==> src/hw/rtl/rgb2hsv_pkg.sv <==
package rgb2hsv_pkg;

    localparam int CHANNEL_BITS = 12;
    localparam int HUE_BITS     = 16;

    // one quotient bit per divider stage; both divisions share the stages
    localparam int DIV_STEPS = (HUE_BITS > CHANNEL_BITS) ? HUE_BITS : CHANNEL_BITS;

    // hue divisor is 6*delta, below 2^(CHANNEL_BITS+3)
    localparam int HDIV_BITS = CHANNEL_BITS + 3;

    typedef struct packed {
        logic [CHANNEL_BITS-1:0] red;
        logic [CHANNEL_BITS-1:0] green;
        logic [CHANNEL_BITS-1:0] blue;
    } pixel_t;

    typedef struct packed {
        logic [HUE_BITS-1:0]     hue;
        logic [CHANNEL_BITS-1:0] saturation;
        logic [CHANNEL_BITS-1:0] brightness;
    } hsv_t;

    typedef enum logic [1:0] {
        MAX_RED,
        MAX_GREEN,
        MAX_BLUE
    } max_sel_t;

endpackage

==> src/hw/rtl/rgb_to_hsv_converter_unit.sv <==
// channel | dir | handshake                 | payload
// pixel   | in  | pixel_valid / pixel_ready | rgb2hsv_pkg::pixel_t (red, green, blue)
// hsv     | out | hsv_valid / hsv_ready     | rgb2hsv_pkg::hsv_t (hue, saturation, brightness)
//
// One pixel per cycle while no held result stalls the pipeline.
// Stage 1 finds max/min and the sector, stage 2 forms delta and both dividends,
// then DIV_STEPS restoring-divider stages retire one hue bit each, and the first CHANNEL_BITS one saturation bit each.
// Reset clears the valid bits only.
// A held result stalls the whole pipeline; pixel_ready drops only then.
module rgb_to_hsv_converter_unit (
    input  logic                clk,
    input  logic                rst_n,
    input  logic                pixel_valid,
    output logic                pixel_ready,
    input  rgb2hsv_pkg::pixel_t pixel,
    output logic                hsv_valid,
    input  logic                hsv_ready,
    output rgb2hsv_pkg::hsv_t   hsv
);

    import rgb2hsv_pkg::*;

    typedef struct packed {
        logic [CHANNEL_BITS-1:0] hi;
        logic [CHANNEL_BITS-1:0] lo;
        max_sel_t                sel;
        logic                    g_lt_b;
        logic [CHANNEL_BITS:0]   diff;   // two's complement
    } front_t;

    typedef struct packed {
        logic [HDIV_BITS-1:0]    h_rem;
        logic [HDIV_BITS-1:0]    h_div;
        logic [HUE_BITS-1:0]     h_quo;
        logic [CHANNEL_BITS-1:0] s_rem;
        logic [CHANNEL_BITS-1:0] s_div;
        logic [CHANNEL_BITS-1:0] s_low;
        logic [CHANNEL_BITS-1:0] s_quo;
        logic [CHANNEL_BITS-1:0] bright;
    } div_t;

    logic   advance;
    logic   front_valid_reg;
    front_t front_reg;
    front_t front_next;
    div_t   div_first_next;
    logic   div_valid_reg [0:DIV_STEPS];
    div_t   div_reg       [0:DIV_STEPS];
    div_t   div_next      [1:DIV_STEPS];

    assign advance     = !div_valid_reg[DIV_STEPS] || hsv_ready;
    assign pixel_ready = advance;

    // stage 1: max, min, sector and channel difference
    always_comb
    begin
        logic red_max;
        logic green_max;
        red_max   = (pixel.red >= pixel.green) && (pixel.red >= pixel.blue);
        green_max = !red_max && (pixel.green >= pixel.blue);

        if (red_max)
            front_next.sel = MAX_RED;
        else if (green_max)
            front_next.sel = MAX_GREEN;
        else
            front_next.sel = MAX_BLUE;

        case (front_next.sel)
            MAX_RED:
            begin
                front_next.hi   = pixel.red;
                front_next.diff = {1'b0, pixel.green} - {1'b0, pixel.blue};
            end
            MAX_GREEN:
            begin
                front_next.hi   = pixel.green;
                front_next.diff = {1'b0, pixel.blue} - {1'b0, pixel.red};
            end
            default:
            begin
                front_next.hi   = pixel.blue;
                front_next.diff = {1'b0, pixel.red} - {1'b0, pixel.green};
            end
        endcase

        front_next.lo = pixel.red;
        if (pixel.green < front_next.lo)
            front_next.lo = pixel.green;
        if (pixel.blue < front_next.lo)
            front_next.lo = pixel.blue;

        front_next.g_lt_b = pixel.green < pixel.blue;
    end

    // stage 2: delta, hue numerator/divisor, saturation dividend
    always_comb
    begin
        logic [CHANNEL_BITS-1:0]   delta;
        logic [HDIV_BITS-1:0]      d_ext;
        logic [HDIV_BITS-1:0]      d6;
        logic [HDIV_BITS-1:0]      base;
        logic [HDIV_BITS-1:0]      num;
        logic [2*CHANNEL_BITS-1:0] sat_dividend;

        delta = front_reg.hi - front_reg.lo;
        d_ext = {3'b000, delta};
        d6    = (d_ext << 2) + (d_ext << 1);

        case (front_reg.sel)
            MAX_RED:   base = front_reg.g_lt_b ? d6 : '0;
            MAX_GREEN: base = d_ext << 1;
            default:   base = d_ext << 2;
        endcase
        num = base + {{2{front_reg.diff[CHANNEL_BITS]}}, front_reg.diff};

        // gray: numerator 0 over divisor 1 yields hue 0
        if (delta == '0)
        begin
            div_first_next.h_rem = '0;
            div_first_next.h_div = HDIV_BITS'(1);
        end
        else
        begin
            div_first_next.h_rem = num;
            div_first_next.h_div = d6;
        end
        div_first_next.h_quo = '0;

        // delta * (2^N - 1); the high half is already below max
        sat_dividend = {delta, {CHANNEL_BITS{1'b0}}} - {{CHANNEL_BITS{1'b0}}, delta};
        div_first_next.s_rem  = sat_dividend[2*CHANNEL_BITS-1:CHANNEL_BITS];
        div_first_next.s_low  = sat_dividend[CHANNEL_BITS-1:0];
        // black: dividend is 0, divisor 1 yields saturation 0
        div_first_next.s_div  = (front_reg.hi == '0) ? CHANNEL_BITS'(1) : front_reg.hi;
        div_first_next.s_quo  = '0;
        div_first_next.bright = front_reg.hi;
    end

    // restoring divider stages
    for (genvar k = 0; k < DIV_STEPS; k++)
    begin : g_div
        always_comb
        begin
            logic [HDIV_BITS:0]    h_shift;
            logic [HDIV_BITS:0]    h_sub;
            logic                  h_ge;
            logic [CHANNEL_BITS:0] s_shift;
            logic [CHANNEL_BITS:0] s_sub;
            logic                  s_ge;

            div_next[k+1] = div_reg[k];

            h_shift = {div_reg[k].h_rem, 1'b0};
            h_sub   = h_shift - {1'b0, div_reg[k].h_div};
            h_ge    = h_shift >= {1'b0, div_reg[k].h_div};
            if (k < HUE_BITS)
            begin
                div_next[k+1].h_rem = h_ge ? h_sub[HDIV_BITS-1:0] : h_shift[HDIV_BITS-1:0];
                div_next[k+1].h_quo = {div_reg[k].h_quo[HUE_BITS-2:0], h_ge};
            end

            s_shift = {div_reg[k].s_rem, div_reg[k].s_low[CHANNEL_BITS-1]};
            s_sub   = s_shift - {1'b0, div_reg[k].s_div};
            s_ge    = s_shift >= {1'b0, div_reg[k].s_div};
            if (k < CHANNEL_BITS)
            begin
                div_next[k+1].s_rem = s_ge ? s_sub[CHANNEL_BITS-1:0]
                                           : s_shift[CHANNEL_BITS-1:0];
                div_next[k+1].s_low = {div_reg[k].s_low[CHANNEL_BITS-2:0], 1'b0};
                div_next[k+1].s_quo = {div_reg[k].s_quo[CHANNEL_BITS-2:0], s_ge};
            end
        end
    end

    always_ff @(posedge clk or negedge rst_n)
    begin
        if (!rst_n)
        begin
            front_valid_reg <= 1'b0;
            for (int i = 0; i <= DIV_STEPS; i++)
                div_valid_reg[i] <= 1'b0;
        end
        else if (advance)
        begin
            front_valid_reg  <= pixel_valid;
            div_valid_reg[0] <= front_valid_reg;
            for (int i = 1; i <= DIV_STEPS; i++)
                div_valid_reg[i] <= div_valid_reg[i-1];
        end
    end

    always_ff @(posedge clk)
    begin
        if (advance)
        begin
            front_reg  <= front_next;
            div_reg[0] <= div_first_next;
            for (int i = 1; i <= DIV_STEPS; i++)
                div_reg[i] <= div_next[i];
        end
    end

    assign hsv_valid      = div_valid_reg[DIV_STEPS];
    assign hsv.hue        = div_reg[DIV_STEPS].h_quo;
    assign hsv.saturation = div_reg[DIV_STEPS].s_quo;
    assign hsv.brightness = div_reg[DIV_STEPS].bright;

endmodule

==> config.mk <==
export PLATFORM = sky130hd
export DESIGN_NAME = rgb_to_hsv_converter_unit
export DESIGN_NICKNAME = d
export VERILOG_FILES = /design/src/hw/rtl/rgb2hsv_pkg.sv /design/src/hw/rtl/rgb_to_hsv_converter_unit.sv
export SDC_FILE = /design/constraint.sdc
export NUM_CORES = 2
export LEC_CHECK = 0
export BUFFER_PORTS_ARGS = -buffer_cell sky130_fd_sc_hd__buf_2
export CORE_MARGIN = 8
export CORE_UTILIZATION = 50
export CTS_BUF_LIST = sky130_fd_sc_hd__clkbuf_2 sky130_fd_sc_hd__clkbuf_4 sky130_fd_sc_hd__clkbuf_8
export CTS_CLUSTER_DIAMETER = 120
export CTS_CLUSTER_SIZE = 28
export DETAILED_ROUTE_END_ITERATION = 10
export PLACE_DENSITY = 0.66
export SLEW_MARGIN = 20
export SYNTH_ARGS = -nofsm -noshare
export SYNTH_HDL_FRONTEND = slang
export SYNTH_SLANG_ARGS = --single-unit
export TNS_END_PERCENT = 20
==> constraint.sdc <==
create_clock -name clk -period 72.2 [get_ports clk]
set_input_delay 21.66 -clock clk [delete_from_list [all_inputs] [get_ports clk]]
set_output_delay 21.66 -clock clk [all_outputs]
set_load 0.005 [all_outputs]
# Word level (Yosys, flattened, before mapping)
# Memory sizes are Yosys's and may differ from the RTL's.
# Index checks and enable logic that the tools add are counted.
# classes
addsub	35
magnitude_cmp	34
eq_ne	2
n_mux	40
reduce_logical	9
# ops
operator	n
greater-or-equal comparator 16 x 15 -> 1 bit	16
2-to-1 mux 15 bit	17
subtractor 15 bit	16
2-to-1 mux 12 bit	15
greater-or-equal comparator 13 x 12 -> 1 bit	12
subtractor 12 bit	13
subtractor 12 x 12 -> 13 bit	3
greater-or-equal comparator 12 bit	3
< comparator 12 bit	3
2-to-1 mux 30 bit	1
one-hot mux 15 bit (2 select lines)	1
one-hot mux 13 bit (2 select lines)	1
logical NOT 12 bit	2
one-hot mux 12 bit (2 select lines)	1
subtractor 24 x 12 -> 24 bit	1
adder 14 x 13 -> 15 bit	1
adder 15 bit	1
equality test 2 x 1 -> 1 bit (second input constant)	2
logical NOT 2 bit	2
2-to-1 mux 2 bit	2
logical AND 1 bit	2
logical NOT 1 bit	2
2-to-1 mux 1 bit	2
logical OR 1 bit	1
# word_totals
regBits	58
ramBits	1802
in_bits	40
output_inout_bits	42
elab_cells	144
n_memories	1
# mem_list
memory	words	word_bits	read_ports	rd_ports_with_merged_regs	wr	line_no	source
div_reg	17	106	17	0	17	rgb_to_hsv_converter_unit.sv:48	div_t div_reg [0:DIV_STEPS];

# Logic depth before layout (Yosys ltp)
# logic_depth
ltp_word	8
mapped_depth	24
mapped_depth_nobuf	24

# Least setup slack after synthesis
# No wires, ideal clock.
# synth_path
path_kind	in2out
from	input hsv_ready
to	output pixel_ready
arrival_ps	48106
required_time_ps	50540
setup_slack_ps	2434
cell_stages	4
path_buffers	2
path_cell_list	nor2b_1 > clkbuf_1 > buf_1 > inv_1
# synth_between
elab_chain_cells	1
# synth_rtl
item	line_no	source
start, declared	rgb_to_hsv_converter_unit.sv:17	input logic hsv_ready,
logical OR 1 bit	rgb_to_hsv_converter_unit.sv:51	assign advance = !div_valid_reg[DIV_STEPS] || hsv_ready;
end, declared	rgb_to_hsv_converter_unit.sv:14	output logic pixel_ready,
# No other way between the ends.

# Worst setup path after layout
# Ends and elaborated chain as after synthesis.

==> flow_summary.json <==
{
  "cts_root_buf": "clkbuf_8",
  "synth_area_leaders": "edfxtp_1 (60%), ha_1 (8.9%), inv_1 (3.4%)",
  "ios": 82,
  "num_rows": 134,
  "start_util_pct": 50.4,
  "cp_top_family": "buffers and inverters",
  "wl_per_cell_um": 15.6,
  "syn_nets": 5801,
  "cts_tree": "built",
  "cts_buffer_depth": 3,
  "gp_congestion": 0.894,
  "ys_top_cells_by_count": "edfxtp_1 (1352), inv_1 (603), ha_1 (478), nor2_1 (371), a21oi_1 (280)",
  "synthMuxAreaShare_pct": 3.67,
  "dr.pass1.iters": 5,
  "crit_fanout": 68,
  "antenna_left": 0,
  "hold_viol_final": 0,
  "cpMostUsedCell": "buf_2",
  "synth_xor_area_share_pct": 3.80,
  "finClkSkew_ns": 0.0575,
  "synth_edf_count": 1352,
  "cts_buffers": 56,
  "synth.most_common_cell": "edfxtp_1",
  "totalNegativeSetupSlack_ns": 0,
  "setup_violations": 0,
  "synth_compound_area_share_pct": 9.61,
  "endpoint": "pixel_ready",
  "min_period_ns": 44.94,
  "fmax_mhz": 22.2,
  "critPathCaptureType": "output pin",
  "r2r_end": "div_reg[0][105]",
  "drive_gt1_share_pct": 7.92,
  "cap_viol_max_count": 0,
  "grt_antenna_before_repair": 2,
  "yosys_warnings": 0,
  "syn2layout_area_growth_pct": 4.99,
  "post_cts_resized": 0,
  "synth_top_area_share_pct": 60.2,
  "clk-insertion-delay-late_ns": 0.80,
  "holdBufCountCts": 0,
  "num_vias": 37700,
  "grt_pass1_wl_mm": 181,
  "yosys_most_used_dff": "edfxtp_1",
  "multiInputGateArea_um2": 23500,
  "critical_path_required_ns": 50.54,
  "die_area_um2": 147000,
  "port_buffers": 81,
  "ff_latch_area_um2": 41000,
  "largest_register_ffs": 1312,
  "avgSynthCellArea_um2": 12.8,
  "rsz0062_at_grt": "no",
  "first_global_vias": 37600,
  "path_clk_slew_ns": 0.14,
  "ff2ff_path_depth": 23,
  "via_per_inst": 5.31,
  "die_w_um": 383,
  "drc": 0,
  "cts_setup_buffers": 0,
  "die_h_um": 383,
  "synthAdderAreaFrac_pct": 9.82,
  "ys_seq_area_share_pct": 60.9,
  "synth.largest_area_cell": "edfxtp_1",
  "crit_start": "hsv_ready",
  "ys_types": 81,
  "synth_top_family_by_area": "adder cells",
  "core_area_um2": 134000,
  "slew_headroom_pct": 21.6,
  "worstMarginPinSlew_ns": 1.18,
  "dpl.hpwl_mm": 82.2,
  "slew_violations": 0,
  "nFillCells": 11000,
  "hold_path.class": "register to register",
  "async_flop_share_pct": 1.31,
  "path_cells": "buf_2 > nor2b_2 > inv_8 > buf_2",
  "syn_area_um2": 67400,
  "r2r_start": "div_first_next[0]",
  "cp_slowest_cell": "nor2b_2",
  "ys_ff_latch": 1370,
  "slowest_delay_ns": 0.75,
  "grt-ovfl-total": 0,
  "drt_iter0_drc": 1777,
  "yosys.area_share.simple_pct": 7.89,
  "wirelength_mm": 111,
  "syn-instance-count": 5251,
  "period_share_pct": 62.2,
  "fin_nets": 5861,
  "cp_num_buf_inv": 3,
  "grt_usage_pct": 14.7,
  "crit_type": "input pin to output pin",
  "rrSetupSlack_ns": 66.50,
  "arrival_ns": 23.28,
  "status": "finished, final reports clean",
  "grt_max_degree": 189,
  "path_depth": 4,
  "clock_sinks": 1370,
  "cp-start-kind": "input pin",
  "ctsHtreeMaxLevel": 2
}
kinds of logic (layout without fill, tap and decap cells):
| logic type | count (synthesis) | after routing |
|---|---|---|
| AO/OA/AOI/OAI | 1012 | 1012 |
| XOR/XNOR | 291 | 291 |
| adder cells (fa/ha/maj) | 510 | 510 |
| buffers and inverters | 729 | 797 |
| flip-flops | 1370 | 1370 |
| multiplexers | 225 | 225 |
| other | 0 | 3 |
| AND/OR/NAND/NOR | 1114 | 1114 |
cell type report:
cell class	count	share of cell area [%]
diodes	3	0.0106
clock buffers	58	1.12
clock inverters	8	0.161
inverters	606	3.23
multi-input cells	3152	33.2
flip-flops and latches	1370	58.0
well taps	1768	3.13
repair buffers	125	1.10
how the worst min path moves through the flow:
stage          slack (ns)             start  cells past startpoint               end
2_1_floorplan        0.40   div_reg[0][908]                      0  div_reg[0][1015]
3_5_place_dp         0.40   div_reg[0][957]                      0  div_reg[0][1063]
6_report             0.42   div_reg[0][750]                      0   div_reg[0][856]
5_1_grt              0.42  div_reg[0][1231]                      0  div_reg[0][1338]
4_1_cts              0.40  div_reg[0][1231]                      0  div_reg[0][1338]
3_3_place_gp         0.40   div_reg[0][321]                      0   div_reg[0][427]
per-stage QoR:
stage | instance area [um2] | std cells | utilization, % | hold WS [ns] | worst slack [ns]
2_1_floorplan | 67400 | 5251 | - | 0.400 | 2.43
3_3_place_gp | 69800 | 7021 | 52.2 | 0.401 | 27.24
3_5_place_dp | 69800 | 7021 | 52.3 | 0.405 | 27.20
4_1_cts | 70700 | 7087 | 52.9 | 0.404 | 27.19
5_1_grt | 70800 | 7090 | 53.0 | 0.417 | 27.07
6_report | 70800 | 7090 | 53.0 | 0.416 | 27.26
worst register-to-register path: cells and delay by family, from the launching register on:
family | cells | cell delay, ns
flops | 1 | 0.44
mux | 1 | 0.25
fa+ha+maj | 4 | 1.19
buf+inv | 3 | 0.33
xor+xnor | 2 | 0.65
simple gates | 4 | 0.50
compound gates | 9 | 2.10
routing by layer:
| layer | share of wire [%] | track usage [%] | up-vias |
|---|---|---|---|
| met4 | 3.4 | 5.20 | 0 |
| met2 | 52 | 27.6 | 504 |
| met3 | 2.8 | 1.65 | 189 |
| met1 | 42 | 17.3 | 17800 |
| li1 | - | - | 19100 |
| met5 | 0 | 0 | - |
layout by cell type (no fill, tap or decap), types with 12 or more instances in the layout:
cell,instances
o21a_1,95
nor3_1,104
inv_1,602
mux2i_1,52
dfrtp_1,18
a21o_1,90
clkbuf_8,57
and2_1,31
edfxtp_1,1352
nor2_1,370
ha_1,478
a31oi_1,44
buf_2,81
nor2b_1,77
fa_1,32
or2_2,21
o31ai_1,38
a21oi_1,278
a21boi_0,34
o21ai_0,201
nand2_1,236
a211oi_1,25
nand2b_1,55
or3_1,35
and3_1,18
buf_4,40
mux2_2,170
xnor2_1,208
o21ai_1,37
a221oi_1,12
o21bai_1,28
nand4_1,91
xor2_1,81
nor4_1,29
nand3_1,28
Power is left out: the tool's default activity adds up to more than one toggle a clock period on the data nets, which glitch-free logic cannot reach.
